--- src/design/ps2mt_pkg.sv ---
// Package: shared constants, status codes and the result record of the PS/2 packet tracker.
`timescale 1ns / 1ps
package ps2mt_pkg;

  // Bytes per mouse packet: 3 for a plain mouse, 4 with a wheel byte.
  localparam int PACKET_BYTES = 4;
  // Bytes of a packet that are kept (header, X low, Y low).
  localparam int STORE_DEPTH  = 3;
  localparam int POS_W        = 32;
  localparam int COUNT_W      = 2;

  // Header bit positions of byte 0.
  localparam int HDR_LEFT   = 0;
  localparam int HDR_RIGHT  = 1;
  localparam int HDR_MIDDLE = 2;
  localparam int HDR_SYNC   = 3;
  localparam int HDR_XSIGN  = 4;
  localparam int HDR_YSIGN  = 5;

  // Low nibble a byte must show to be taken as a new header while resyncing:
  // sync, right and left set, middle clear.
  localparam logic [3:0] RESYNC_NIBBLE = 4'b1011;

  typedef enum logic [2:0] {
    STATUS_ABSORBED = 3'd0,
    STATUS_APPLIED  = 3'd1,
    STATUS_CORRUPT  = 3'd2,
    STATUS_REJECTED = 3'd3,
    STATUS_RESYNCED = 3'd4
  } status_e;

  typedef struct packed {
    status_e                  status;
    logic signed [POS_W-1:0]  pos_x;
    logic signed [POS_W-1:0]  pos_y;
    logic [2:0]               btn;    // bit0 left, bit1 right, bit2 middle
  } result_t;

endpackage

--- src/design/ps2_mouse_packet_tracker.sv ---
// Top level of the PS/2 mouse packet tracker: byte framing plus result buffer.
`timescale 1ns / 1ps
// Accepts one raw PS/2 mouse byte per transfer and returns one result per
// byte, in order. Bytes are framed into packets of ps2mt_pkg::PACKET_BYTES;
// a complete packet with its sync bit set adds its 9-bit X delta to pos_x_o,
// subtracts its 9-bit Y delta from pos_y_o (screen coordinates, 32-bit
// wrapping) and latches the three buttons. A complete packet with the sync
// bit clear reports corrupt and enters resync, where only a byte with sync,
// left and right set and middle clear starts a new packet. Rate: one byte
// per clock while in_stall_o is low; each result is registered in the result
// buffer. The framing and position update finish in the accept cycle, and a
// two-entry result buffer lets input transfers continue after the output
// stalls; in_stall_o rises only when both entries hold results.
module ps2_mouse_packet_tracker (
  input  logic                               clk_i,
  input  logic                               rst_ni,
  input  logic                               in_valid_i,
  output logic                               in_stall_o,
  input  logic [7:0]                         data_byte_i,
  output logic                               out_valid_o,
  input  logic                               out_stall_i,
  output logic [2:0]                         status_o,
  output logic signed [ps2mt_pkg::POS_W-1:0] pos_x_o,
  output logic signed [ps2mt_pkg::POS_W-1:0] pos_y_o,
  output logic                               btn_left_o,
  output logic                               btn_right_o,
  output logic                               btn_middle_o
);

  logic               accept;
  logic               buf_full;
  ps2mt_pkg::result_t step_res;
  ps2mt_pkg::result_t out_res;

  // Take a byte whenever the result buffer has room for its result.
  assign accept     = in_valid_i & ~buf_full;
  assign in_stall_o = buf_full;

  ps2mt_frame u_frame (
    .clk_i       (clk_i),
    .rst_ni      (rst_ni),
    .accept_i    (accept),
    .data_byte_i (data_byte_i),
    .result_o    (step_res)
  );

  ps2mt_out_buf u_out_buf (
    .clk_i       (clk_i),
    .rst_ni      (rst_ni),
    .push_i      (accept),
    .push_data_i (step_res),
    .full_o      (buf_full),
    .out_valid_o (out_valid_o),
    .out_stall_i (out_stall_i),
    .out_data_o  (out_res)
  );

  assign status_o     = out_res.status;
  assign pos_x_o      = out_res.pos_x;
  assign pos_y_o      = out_res.pos_y;
  assign btn_left_o   = out_res.btn[ps2mt_pkg::HDR_LEFT];
  assign btn_right_o  = out_res.btn[ps2mt_pkg::HDR_RIGHT];
  assign btn_middle_o = out_res.btn[ps2mt_pkg::HDR_MIDDLE];

endmodule

--- src/design/ps2mt_out_buf.sv ---
// Two-entry result buffer that decouples result production from the downstream stall.
`timescale 1ns / 1ps
module ps2mt_out_buf (
  input  logic               clk_i,
  input  logic               rst_ni,
  input  logic               push_i,
  input  ps2mt_pkg::result_t push_data_i,
  output logic               full_o,
  output logic               out_valid_o,
  input  logic               out_stall_i,
  output ps2mt_pkg::result_t out_data_o
);

  logic               main_valid_q, main_valid_d;
  logic               skid_valid_q, skid_valid_d;
  ps2mt_pkg::result_t main_q, main_d;
  ps2mt_pkg::result_t skid_q, skid_d;
  logic               pop;

  assign pop = main_valid_q & ~out_stall_i;

  always_comb begin
    main_valid_d = main_valid_q;
    skid_valid_d = skid_valid_q;
    main_d       = main_q;
    skid_d       = skid_q;
    if (!main_valid_q || pop) begin
      // Refill the head from the skid entry first to keep order.
      if (skid_valid_q) begin
        main_d       = skid_q;
        main_valid_d = 1'b1;
        skid_valid_d = 1'b0;
      end else begin
        main_d       = push_data_i;
        main_valid_d = push_i;
      end
    end else if (push_i) begin
      // Head is held: park the new result.
      skid_d       = push_data_i;
      skid_valid_d = 1'b1;
    end
  end

  always_ff @(posedge clk_i or negedge rst_ni) begin
    if (!rst_ni) begin
      main_valid_q <= 1'b0;
      skid_valid_q <= 1'b0;
    end else begin
      main_valid_q <= main_valid_d;
      skid_valid_q <= skid_valid_d;
    end
  end

  always_ff @(posedge clk_i) begin
    main_q <= main_d;
    skid_q <= skid_d;
  end

  assign full_o      = skid_valid_q;
  assign out_valid_o = main_valid_q;
  assign out_data_o  = main_q;

endmodule

--- src/design/ps2mouse_packet_tracker_dummy_guard.sv ---
// Byte framing and position update stage of the PS/2 packet tracker.
`timescale 1ns / 1ps
module ps2mt_frame (
  input  logic               clk_i,
  input  logic               rst_ni,
  input  logic               accept_i,
  input  logic [7:0]         data_byte_i,
  output ps2mt_pkg::result_t result_o
);

  logic [ps2mt_pkg::COUNT_W-1:0]       count_q, count_d;
  logic                                resync_q, resync_d;
  logic [7:0]                          store_q [ps2mt_pkg::STORE_DEPTH];
  logic [7:0]                          store_d [ps2mt_pkg::STORE_DEPTH];
  logic [7:0]                          view    [ps2mt_pkg::STORE_DEPTH];
  logic signed [ps2mt_pkg::POS_W-1:0]  pos_x_q, pos_x_d;
  logic signed [ps2mt_pkg::POS_W-1:0]  pos_y_q, pos_y_d;
  logic [2:0]                          btn_q, btn_d;
  logic [ps2mt_pkg::COUNT_W:0]         next_cnt;
  logic                                last_byte;
  logic [7:0]                          head;
  logic signed [ps2mt_pkg::POS_W-1:0]  dx, dy;
  ps2mt_pkg::status_e                  status;

  always_comb begin
    // Packet bytes as they stand after this byte lands in the store.
    for (int i = 0; i < ps2mt_pkg::STORE_DEPTH; i++) begin
      view[i] = (count_q == ps2mt_pkg::COUNT_W'(i)) ? data_byte_i : store_q[i];
    end
  end

  assign next_cnt  = {1'b0, count_q} + (ps2mt_pkg::COUNT_W+1)'(1);
  assign last_byte = next_cnt >= (ps2mt_pkg::COUNT_W+1)'(ps2mt_pkg::PACKET_BYTES);
  assign head      = view[0];
  assign dx = {{(ps2mt_pkg::POS_W-9){head[ps2mt_pkg::HDR_XSIGN]}},
               head[ps2mt_pkg::HDR_XSIGN], view[1]};
  assign dy = {{(ps2mt_pkg::POS_W-9){head[ps2mt_pkg::HDR_YSIGN]}},
               head[ps2mt_pkg::HDR_YSIGN], view[2]};

  always_comb begin
    count_d  = count_q;
    resync_d = resync_q;
    store_d  = store_q;
    pos_x_d  = pos_x_q;
    pos_y_d  = pos_y_q;
    btn_d    = btn_q;
    status   = ps2mt_pkg::STATUS_ABSORBED;
    if (resync_q) begin
      store_d[0] = data_byte_i;
      if (data_byte_i[3:0] == ps2mt_pkg::RESYNC_NIBBLE) begin
        count_d  = ps2mt_pkg::COUNT_W'(1);
        resync_d = 1'b0;
        status   = ps2mt_pkg::STATUS_RESYNCED;
      end else begin
        count_d  = '0;
        status   = ps2mt_pkg::STATUS_REJECTED;
      end
    end else begin
      store_d = view;
      if (last_byte) begin
        count_d = '0;
        if (!head[ps2mt_pkg::HDR_SYNC]) begin
          resync_d = 1'b1;
          status   = ps2mt_pkg::STATUS_CORRUPT;
        end else begin
          pos_x_d = pos_x_q + dx;
          pos_y_d = pos_y_q - dy;
          btn_d   = head[2:0];
          status  = ps2mt_pkg::STATUS_APPLIED;
        end
      end else begin
        count_d = next_cnt[ps2mt_pkg::COUNT_W-1:0];
      end
    end
  end

  always_ff @(posedge clk_i or negedge rst_ni) begin
    if (!rst_ni) begin
      count_q  <= '0;
      resync_q <= 1'b0;
      pos_x_q  <= '0;
      pos_y_q  <= '0;
      btn_q    <= '0;
    end else if (accept_i) begin
      count_q  <= count_d;
      resync_q <= resync_d;
      pos_x_q  <= pos_x_d;
      pos_y_q  <= pos_y_d;
      btn_q    <= btn_d;
    end
  end

  always_ff @(posedge clk_i) begin
    if (accept_i) begin
      store_q <= store_d;
    end
  end

  always_comb begin
    result_o.status = status;
    result_o.pos_x  = pos_x_d;
    result_o.pos_y  = pos_y_d;
    result_o.btn    = btn_d;
  end

endmodule

--- config.mk ---
export PLATFORM = sky130hd
export DESIGN_NAME = ps2_mouse_packet_tracker
export DESIGN_NICKNAME = d
export VERILOG_FILES = /design/src/design/ps2mt_pkg.sv /design/src/design/ps2_mouse_packet_tracker.sv /design/src/design/ps2mt_out_buf.sv /design/src/design/ps2mouse_packet_tracker_dummy_guard.sv
export SDC_FILE = /design/constraint.sdc
export NUM_CORES = 1
export LEC_CHECK = 0
export BUFFER_PORTS_ARGS = -buffer_cell sky130_fd_sc_hd__buf_2
export CELL_PAD_IN_SITES_DETAIL_PLACEMENT = 0
export CELL_PAD_IN_SITES_GLOBAL_PLACEMENT = 1
export CORE_ASPECT_RATIO = 1.5
export CORE_MARGIN = 2
export CORE_UTILIZATION = 35
export CTS_CLUSTER_SIZE = 10
export DETAILED_ROUTE_END_ITERATION = 8
export PLACE_DENSITY_LB_ADDON = 0.05
export SLEW_MARGIN = 15
export SYNTH_ARGS = -nofsm -noshare
export SYNTH_HDL_FRONTEND = slang
export SYNTH_SLANG_ARGS = --single-unit
--- constraint.sdc ---
create_clock -name clk_i -period 9.48 [get_ports clk_i]
set_input_delay 0.474 -clock clk_i [delete_from_list [all_inputs] [get_ports clk_i]]
set_output_delay 0.474 -clock clk_i [all_outputs]
set_load 0.03 [all_outputs]
==> results.yml, run 1 <==
timing:
  worstMarginPinSlew_ns: 0.955
  skew_ns: 0.0247
  drv_slew: 0
  period_minus_slack_ns: 4.75
  final-hold-violation-count: 0
  finalSetupViolations: 0
  rsz0062_at_grt: "false"
  setup-tns-final_ns: 0
  hold_slack_ns: 0.139
  slew_headroom_pct: 36.2
  finalCritPeriodShare_pct: 50.2
  max_freq_ghz: 0.210
route:
  drc: 0
  wl_per_cell_um: 19.7
  vias: 9214
  final_antenna_net_count: 0
  highest_layer: "met4"
  met2WireLength_um: 18100
  wl_met1_um: 14600
  route.met3.wl_um: 927
  firstDrtPassIters: 5
  wl_um: 34900
  drt_iter0_drc: 357
  routed_via_density: 5.20
synthesis:
  postSynthCellCount: 1212
  ys_types: 71
  synth_area_per_cell_sq_um: 10.8
  netlist.area_leader.share_pct: 37.2
  ys_warn_count: 0
  synth_seq_area_share_pct: 50.9
  synthTopCellsByArea: "edfxtp_1 37%, dfrtp_1 14%, mux2_2 8.1%"
  synthFlopType: "edfxtp_1"
  synthArstFlopShare_pct: 30.8
  syn_area_sq_mm: 0.0131
  yosys.area.top_type: "edfxtp_1"
  synth-seq-cells: 234
  synth_edf_count: 162
  syn-num-nets: 1268
clock_network:
  post_cts_buffers: 0
  cts_resized: 0
  insertion_delay_ns: 0.57
  clk_pin_slew_ns: 0.06
  cts_tree: "done"
  htreeDepth: 1
  cts.path.max_buffers: 3
  cts_sinks: 234
  numCtsBuffers: 28
  cts-root-buf: "clkbuf_16"
worst_setup_path:
  rr_worst_depth: 13
  reg2reg_from: "u_frame.count_q[0]"
  path_class: "register to register"
  cp_slowest_cell: "mux2_2"
  path_cells: "inv_1 -> ha_1 -> mux2_2 -> ha_1 -> a21o_1 -> and4_1 -> o311ai_1 -> a21boi_0 -> or3b_2 -> o21ai_1 -> xnor2_1 -> mux2_2 -> mux2_2"
  cp_common_cell: "mux2_2"
  ff2ff_setup_slack_ns: 4.73
  timing.rr.end: "u_out_buf.out_data_o[61]"
  critPathRequiredTime_ns: 9.78
  worstSetupEndpointType: "register"
  critPathMaxFanout: 33
  crit_arrival_ns: 5.06
  max_stage_delay_ns: 0.72
  start_kind: "register"
min_path:
  hold_path_depth: 3
  hp-class: "primary input to register"
  hp-start: "in_valid_i"
  whs_endpoint: "u_out_buf.out_valid_o"
global_route:
  grt_usage_pct: 17.9
  grt_max_degree: 73
  grt_overflow: 0
  grt_pass1_vias: 9296
  grt_pass1_wl_um: 54000
  antenna_found_initial: 0
die:
  initial_core_util_pct: 35.6
  fp-row-count: 86
  core_sq_mm: 0.0368
  ios: 84
  die_y_um: 241
  dieArea_sq_mm: 0.0390
  fp.dieW_um: 162
pwr:
  p_per_area_mw_per_mm2: 358
  vdd.ir_drop.worst_v: 0.000128
  p_leak_nw: 6.01
final_layout:
  n_antenna_cell: 0
  drive_gt1_share_pct: 18.9
  seqCellArea_sq_mm: 0.00667
  finalNetCount: 1323
  area_growth_pct: 12.9
  fillers: 3692
  multi_input_area_sq_mm: 0.00604
  finalNonFillerCells: 1771
run:
  max-cap-violations: 0
outcome:
  status: "complete, no violations"
placed_design:
  dpl.cell_count: 1720
  io_buffers: 83
  hpwl_um: 23700
  finalWeightedCongestion: 0.863
==> state kept, by name (all words and copies together) (netlist names) <==
signal,flops
u_out_buf.full_o,1
u_frame.pos_x_q,32
u_out_buf.out_valid_o,1
u_out_buf.skid_q,70
u_frame.store_q,22
u_out_buf.out_data_o,70
u_frame.pos_y_q,32
u_frame.btn_q,3
u_frame.count_q,2
u_frame.resync_q,1
==> power breakdown <==
part | switching (W) | total (W) | internal [W]
clock network | 0.000426 | 0.000987 | 0.000561
logic | 0.00156 | 0.00254 | 0.000982
registers | 0.000266 | 0.00176 | 0.00150
total | 0.00225 | 0.00529 | 0.00304
==> routing by layer <==
metal / vias up / GRT usage [%]
li1: 4522 / -
met1: 4481 / 21.2
met2: 153 / 33.1
met3: 58 / 1.87
met4: 0 / 7.16
met5: - / 0
==> cell usage in the layout (no fill, tap or decap), drive strengths merged, types with 5 or more instances in the layout <==
cell type / n
o21bai: 5
mux2: 94
nand2: 158
a21boi: 5
edfxtp: 162
xor2: 32
nand4: 6
ha: 42
nor3: 28
nor4: 11
mux2i: 22
o211ai: 11
clkinv: 6
o2111ai: 5
and3: 11
a21o: 18
xnor2: 55
and2: 10
a221o: 6
a211oi: 5
nand2b: 8
o21ai: 81
buf: 95
nor3b: 14
o22ai: 5
inv: 34
or3: 9
or4: 7
o21a: 5
nor2b: 10
dfrtp: 72
nand3: 25
nor2: 72
clkbuf: 45
a31oi: 5
a21oi: 56
o31ai: 5
==> repair_timing <==
action / in CTS / in global routing
endpoints found under the setup margin: 0 / 0
hold endpoints to repair: 34 / 0
hold buffers: 1 / 0
==> critical path, delay by kind of cell, from the launching register on <==
kind	cells	cell delay (ns)
adders and majority gates	2	0.89
and+or+nand+nor	2	0.65
AOI/OAI and AO/OA	4	0.98
DFF	1	0.41
buffers and inverters	1	0.12
muxes	3	1.27
xor gates and xnor gates	1	0.14
==> stage by stage <==
step / power (W) / cell area [sq um] / util (%) / setup slack [ns]
5_1_grt: 0.00568 / 14800 / 40.2 / 4.41
6_report: 0.00529 / 14800 / 40.2 / 4.73
3_3_place_gp: 0.00434 / 14000 / 37.9 / 4.78
4_1_cts: 0.00536 / 14800 / 40.2 / 4.69
3_5_place_dp: 0.00433 / 14000 / 37.9 / 4.72
2_1_floorplan: 0.00366 / 13100 / - / 3.68
==> synthesized netlist by cell type (all sizes together) (3+ instances only) <==
library cell and number:
nand4 6, o211ai 11, o31ai 5, ha 42, and3 11, nor2 72
inv 34, mux2 94, nor2b 10, dfrtp 72, o22ai 5, o21bai 5
nor3b 14, or2 4, xnor2 55, o21a 5, xor2 32, nand3 25
nand2b 8, a21oi 56, or4 7, clkbuf 59, mux2i 22, o2111ai 5
a211oi 5, buf 12, nand2 158, a221o 6, o2bb2ai 3, a21boi 5
edfxtp 162, or3 9, a211o 3, nand4b 4, o21ai 81, nor4 11
o311ai 4, a31oi 5, nor3 28, a21o 18, and2 10
==> layout make-up <==
cell class,count,area share [%]
multi-input combinational,872,40.8
sequential,234,45.1
clock inverter,5,0.229
tap,484,4.10
timing repair buffer,96,3.50
inverter,35,0.889
clock buffer,45,5.31
==> worst max-delay path by stage <==
stage                          startpoint                        to  slack, ns  depth (start not counted)
floorplan           u_out_buf.out_valid_o       u_out_buf.skid_q[0]       3.68                          2
global placement       u_frame.count_q[0]  u_out_buf.out_data_o[27]       4.78                         14
detailed placement     u_frame.count_q[0]  u_out_buf.out_data_o[27]       4.72                         14
CTS                    u_frame.count_q[0]  u_out_buf.out_data_o[27]       4.69                         14
global route           u_frame.count_q[0]  u_out_buf.out_data_o[61]       4.41                         13
finish                 u_frame.count_q[0]  u_out_buf.out_data_o[61]       4.73                         13
==> logic make-up after synthesis <==
group           after synthesis  synth area share [%]
simple gates                387                  14.1
compound gates              237                  11.6
flops                       234                  50.9
mux                         116                  9.99
buf+inv                     106                  3.17
xor+xnor                     87                  5.82
fa+ha+maj                    45                  4.40
Power figures use the tool's default switching activity.
==> inputs of run 2 (changes only) <==
--- a/config.mk
+++ b/config.mk
@@ -5,6 +5,7 @@
 export SDC_FILE = /design/constraint.sdc
 export NUM_CORES = 1
 export LEC_CHECK = 0
+export ABC_AREA = 1
 export BUFFER_PORTS_ARGS = -buffer_cell sky130_fd_sc_hd__buf_2
 export CELL_PAD_IN_SITES_DETAIL_PLACEMENT = 0
 export CELL_PAD_IN_SITES_GLOBAL_PLACEMENT = 1
==> constraint.sdc (replaced) <==
create_clock -name clk_i -period 3.9 [get_ports clk_i]
set_input_delay 0.195 -clock clk_i [delete_from_list [all_inputs] [get_ports clk_i]]
set_output_delay 0.195 -clock clk_i [all_outputs]
set_load 0.03 [all_outputs]
==> run 2 against run 1 <==
Non-clock buffer count is 20 higher. Combinational power grew to 3.3 times the previous value. Area after synthesis is 6.2% higher. Final cell count is 34% higher. First-iteration DRC count is 92% higher. Sequential cell count stayed put. Synthesized cell count is 45% higher. Hold slack worse by 0.056 ns. Clock power grew to 2.5 times the previous value. Core utilization is 0.30 points higher. Largest power group unchanged.
==> results.yml, run 2 <==
final_layout:
  finalNonFillerCells: 2366
  seqCellArea_sq_mm: 0.00667
  layout_commonest_cell: "nand2_1"
  final_cell_mix: "596 x nand2_1, 187 x inv_1, 162 x edfxtp_1"
  multi_input_area_sq_mm: 0.00629
  finalNetCount: 1900
  fillers: 4140
  n_antenna_cell: 0
  drive_gt1_share_pct: 10.8
  area_growth_pct: 14.3
  finalInstanceArea_sq_mm: 0.0159
worst_setup_path:
  cp_common_cell: "nand2_1"
  timing.rr.end: "u_out_buf.out_data_o[66]"
  rr_worst_depth: 19
  worstSetupEndpointType: "register"
  crit_arrival_ns: 3.91
  critPathRequiredTime_ns: 4.22
  reg2reg_from: "u_frame.count_q[0]"
  ff2ff_setup_slack_ns: 0.32
  path_class: "register to register"
  start_kind: "register"
  crit_buf_inv: 3
  cp_slowest_cell: "dfrtp_1"
  path_cells: "inv_1 -> ha_1 -> nand2_1 -> o21ai_4 -> buf_12 -> ha_1 -> nand2_1 -> nor2_1 -> inv_1 -> nor3_1 -> nand2_1 -> nand2_1 -> nand4_1 -> nand3_1 -> nand3_1 -> nand2_1 -> nand2_1 -> nand2_1 -> nand2_1"
  crit_family: "simple AND/OR/NAND/NOR gates"
  critPathMaxFanout: 25
  max_stage_delay_ns: 0.40
synthesis:
  syn_area_sq_mm: 0.0139
  yosys.area.top_type: "edfxtp_1"
  ys_warn_count: 0
  postSynthCellCount: 1753
  synthTopCellsByArea: "edfxtp_1 35%, nand2_1 16%, dfrtp_1 13%"
  synth_area_per_cell_sq_um: 7.94
  syn-num-nets: 1809
  synth_edf_count: 162
  synthFlopType: "edfxtp_1"
  synth_seq_area_share_pct: 47.9
  synth-seq-cells: 234
  synth_common_cells: "598 x nand2_1, 188 x inv_1, 162 x edfxtp_1"
  netlist.area_leader.share_pct: 35.0
  synthMostInstantiatedCell: "nand2_1"
  synthArstFlopShare_pct: 30.8
  ys_types: 45
global_route:
  grt_usage_pct: 20.4
  grt_pass1_vias: 11436
  grt_overflow: 0
  grt_max_degree: 89
  grt_pass1_wl_um: 65700
  antenna_found_initial: 0
placed_design:
  dpl.cell_count: 2305
  hpwl_um: 30300
  finalWeightedCongestion: 0.918
  io_buffers: 83
  placedInstanceArea_sq_mm: 0.0150
timing:
  drv_slew: 0
  finalSetupViolations: 0
  max_freq_ghz: 0.279
  finalCritPeriodShare_pct: 91.9
  rsz0062_at_grt: "false"
  setup-tns-final_ns: 0
  hold_slack_ns: 0.0829
  skew_ns: 0.0300
  worstMarginPinSlew_ns: 0.981
  slew_headroom_pct: 34.6
  period_minus_slack_ns: 3.58
  final-hold-violation-count: 0
clock_network:
  cts_sinks: 234
  htreeDepth: 1
  numCtsBuffers: 28
  cts-root-buf: "clkbuf_16"
  cts_tree: "done"
  clk_pin_slew_ns: 0.06
  insertion_delay_ns: 0.59
  cts.path.max_buffers: 3
route:
  firstDrtPassIters: 5
  met2WireLength_um: 22300
  wl_um: 42500
  drt_iter0_drc: 687
  wl_per_cell_um: 17.9
  wl_met1_um: 17800
  highest_layer: "met4"
  routed_via_density: 4.93
  final_antenna_net_count: 0
  vias: 11674
  drc: 0
  route.met3.wl_um: 1260
die:
  die_y_um: 248
  ios: 84
  fp.dieW_um: 167
  fp-row-count: 89
  core_sq_mm: 0.0393
  initial_core_util_pct: 35.4
  dieArea_sq_mm: 0.0414
outcome:
  status: "complete, no violations"
min_path:
  hp-class: "primary input to register"
  hp-start: "data_byte_i[4]"
  whs_endpoint: "u_frame.store_q[20]"
  hold_path_depth: 3
pwr:
  p_per_area_mw_per_mm2: 943
  vdd.ir_drop.worst_v: 0.000420
  p_leak_nw: 7.28
  p_total_w: 0.0150
run:
  max-cap-violations: 0
## run 2: changes by cell type after synthesis, moves of 13 or more
cell / before / now
nor3b_1: 13 / 0
nor3_1: 28 / 7
inv_1: 34 / 188
nor2_1: 72 / 108
nand2_1: 158 / 598
mux2_2: 94 / 1
xnor2_1: 55 / 10
a31oi_1: 5 / 22
o21ai_0: 76 / 129
xor2_1: 32 / 14
a41oi_1: 0 / 16
nand3_1: 25 / 133
mux2i_1: 19 / 0
clkbuf_1: 59 / 32
## run 2: worst max path at each step
stage                           from                        to  depth (start not counted)
6_report          u_frame.count_q[0]  u_out_buf.out_data_o[66]                         19
2_1_floorplan  u_out_buf.out_valid_o       u_out_buf.skid_q[0]                          2
4_1_cts           u_frame.count_q[0]  u_out_buf.out_data_o[66]                         18
3_3_place_gp      u_frame.count_q[0]  u_out_buf.out_data_o[66]                         18
5_1_grt           u_frame.count_q[0]  u_out_buf.out_data_o[66]                         19
3_5_place_dp      u_frame.count_q[0]  u_out_buf.out_data_o[66]                         18
## run 2: cell families after synthesis
logic type	count (synthesis)	share of synthesized area, %
multiplexers	1	0.0809
flip-flops	234	47.9
AND/OR/NAND/NOR	921	27.8
buffers and inverters	250	7.06
adder cells (fa/ha/maj)	44	4.07
XOR/XNOR	24	1.51
AO/OA/AOI/OAI	279	11.6
## run 2: layer usage
layer / global-route usage [%] / up-vias
met4: 6.41 / 0
met2: 38.5 / 180
met1: 24.2 / 5440
met5: 0 / -
li1: - / 5993
met3: 2.11 / 61
## run 2: worst reg2reg max path: cells and delay by family (launching register included)
kind                       cells  cell delay (ns)
and+or+nand+nor               13             1.77
adders and majority gates      2             0.62
buffers and inverters          3             0.41
DFF                            1             0.40
AOI/OAI and AO/OA              1             0.14
## run 2: through the flow
step,utilization (%),worst slack [ns]
2_1_floorplan,-,0.0598
3_3_place_gp,38.0,0.315
6_report,40.5,0.315
4_1_cts,40.4,0.257
5_1_grt,40.5,0.0188
3_5_place_dp,38.0,0.316
## run 2: area by class of cell
class / instances / area share, %
Timing Repair Buffer: 116 / 4.64
Multi-Input combinational cell: 1269 / 39.6
Sequential cell: 234 / 41.9
Clock inverter: 3 / 0.260
Inverter: 195 / 4.60
Tap cell: 500 / 3.93
Clock buffer: 49 / 5.09
## run 2: power by group
group          leakage [nW]  switching [W]  internal [W]
Combinational          4.38        0.00577       0.00268
Clock                 0.401        0.00108       0.00140
Sequential             2.50       0.000417       0.00366
Total                  7.28        0.00726       0.00774
## run 2: timing repair
action,4_1_cts,5_1_grt
resized for setup,0,1
endpoints found under the setup margin,0,1
hold endpoints to repair,65,0
setup buffers,0,0
hold buffers,9,0
==> inputs of run 3 (changes only) <==
--- a/config.mk
+++ b/config.mk
@@ -9,12 +9,12 @@
 export BUFFER_PORTS_ARGS = -buffer_cell sky130_fd_sc_hd__buf_2
 export CELL_PAD_IN_SITES_DETAIL_PLACEMENT = 0
 export CELL_PAD_IN_SITES_GLOBAL_PLACEMENT = 1
-export CORE_ASPECT_RATIO = 1.5
 export CORE_MARGIN = 2
 export CORE_UTILIZATION = 35
 export CTS_CLUSTER_SIZE = 10
 export DETAILED_ROUTE_END_ITERATION = 8
 export PLACE_DENSITY_LB_ADDON = 0.05
+export SETUP_SLACK_MARGIN = 0.5
 export SLEW_MARGIN = 15
 export SYNTH_ARGS = -nofsm -noshare
 export SYNTH_HDL_FRONTEND = slang
==> run 3 against run 2 <==
Register-to-register slack better by 0.34 ns. Largest cell class unchanged. Core utilization grew 0.22 points. Setup slack better by 0.34 ns.
==> results.yml, run 3 (synthesized netlist as in run 2, its figures left out) <==
placed_design:
  pre_cts_slack_ns: 0.280
  dpl.cell_count: 2323
  io_buffers: 83
  finalWeightedCongestion: 0.861
  hpwl_um: 29500
timing:
  rsz0062_at_grt: "true"
  fin_ws_ns: 0.651
  slew_headroom_pct: 34.9
  finalSetupViolations: 0
  finalCritPeriodShare_pct: 83.3
  drv_slew: 0
  period_minus_slack_ns: 3.25
  worstMarginPinSlew_ns: 0.976
  max_freq_ghz: 0.308
  hold_slack_ns: 0.0538
  skew_ns: 0.0162
  final-hold-violation-count: 0
  setup-tns-final_ns: 0
die:
  fp.dieW_um: 203
  die_y_um: 203
  core_sq_mm: 0.0395
  initial_core_util_pct: 35.3
  dieArea_sq_mm: 0.0414
  fp-row-count: 73
  ios: 84
run:
  max-cap-violations: 0
final_layout:
  finalNonFillerCells: 2386
  n_antenna_cell: 0
  drive_gt1_share_pct: 12.2
  finalNetCount: 1900
  final_cell_mix: "590 x nand2_1, 187 x inv_1, 162 x edfxtp_1"
  area_growth_pct: 15.4
  layout_commonest_cell: "nand2_1"
worst_setup_path:
  critPathMaxFanout: 29
  cp_common_cell: "nand2_1"
  crit_arrival_ns: 3.58
  cp_slowest_cell: "dfrtp_1"
  path_cells: "inv_1 -> ha_1 -> nand2_1 -> o21ai_2 -> buf_12 -> ha_1 -> nand2_1 -> nor2_4 -> inv_1 -> nor3_2 -> nand2_1 -> nand2_1 -> nand4_1 -> nand3_1 -> nand3_1 -> nand2_1 -> nand2_1 -> nand2_1 -> nand2_1"
  path_class: "register to register"
  max_stage_delay_ns: 0.43
  start_kind: "register"
  worstSetupEndpointType: "register"
  critPathRequiredTime_ns: 4.23
route:
  drt_iter0_drc: 713
  vias: 11704
  wl_um: 42300
  final_antenna_net_count: 0
  routed_via_density: 4.91
  drc: 0
  firstDrtPassIters: 5
  wl_per_cell_um: 17.7
global_route:
  grt_overflow: 0
  grt_pass1_wl_um: 66700
  grt_max_degree: 89
  antenna_found_initial: 0
  grt_usage_pct: 20.6
  grt_pass1_vias: 11396
pwr:
  p_per_area_mw_per_mm2: 951
  vdd.ir_drop.worst_v: 0.000385
  p_total_w: 0.0153
  p_leak_nw: 7.29
clock_network:
  cts_sinks: 234
  cts-root-buf: "clkbuf_16"
  clk_pin_slew_ns: 0.06
  cts.path.max_buffers: 3
  insertion_delay_ns: 0.58
  cts_tree: "done"
  numCtsBuffers: 29
  htreeDepth: 1
min_path:
  hp-class: "primary input to register"
outcome:
  status: "complete, no violations"
-- run 3: cell type report --
class                           instances  area [sq um]
Clock buffer                           42           785
Timing Repair Buffer                  114           709
Tap cell                              525           657
Multi-Input combinational cell       1270          6440
Sequential cell                       234          6670
Clock inverter                          6          62.6
Fill cell                            4152         23400
Inverter                              195           734
-- run 3: worst paths after layout --
check / to / slack (ns) / depth (start not counted) / start
setup reg to reg: u_out_buf.out_data_o[66] / 0.65 / 19 / u_frame.count_q[0]
setup / recovery: u_out_buf.out_data_o[66] / 0.65 / 19 / u_frame.count_q[0]
hold reg to reg: u_frame.pos_y_q[31] / 0.48 / 2 / u_frame.pos_y_q[31]
hold / removal: u_frame.store_q[15] / 0.05 / 2 / data_byte_i[7]
min in group asynchronous: u_frame.pos_x_q[26] / 0.28 / 2 / rst_ni
max in group asynchronous: u_frame.pos_y_q[11] / 2.76 / 3 / rst_ni
-- run 3: per-layer routing --
| metal | wire [um] | up-vias | global-route usage [%] |
|---|---|---|---|
| li1 | - | 5991 | - |
| met1 | 21800 | 5451 | 31.1 |
| met2 | 18200 | 223 | 31.7 |
| met3 | 1690 | 39 | 2.41 |
| met4 | 622 | 0 | 4.14 |
| met5 | 0 | - | 0 |
-- run 3: where the power goes --
| part | leakage [nW] | switching, W | internal (W) |
|---|---|---|---|
| combinational | 4.39 | 0.00594 | 0.00273 |
| clock | 0.403 | 0.00107 | 0.00144 |
| sequential | 2.50 | 0.000427 | 0.00366 |
-- run 3: worst max-delay path, delay by kind of cell (launching register included) --
kind	cells	cell delay (ns)
simple gates	13	1.51
fa+ha+maj	2	0.62
buf+inv	3	0.34
flops	1	0.43
compound gates	1	0.07
-- run 3: what timing repair did --
| item | CTS | global route |
|---|---|---|
| buffers inserted | 0 | 6 |
| pin swaps | 0 | 4 |
| resized for setup | 3 | 44 |
| hold endpoints to repair | 65 | 0 |
| cloned | 0 | 1 |
| setup endpoints to repair | 29 | 95 |
| hold buffers | 8 | 0 |
-- run 3: metrics by stage --
stage                     utilization, %  area, sq um
final                               40.7        16100
after global routing                40.7        16100
after CTS                           40.2        15900
after detailed placement            37.8        14900
after global placement              37.8        14900
after floorplan                        -        13900
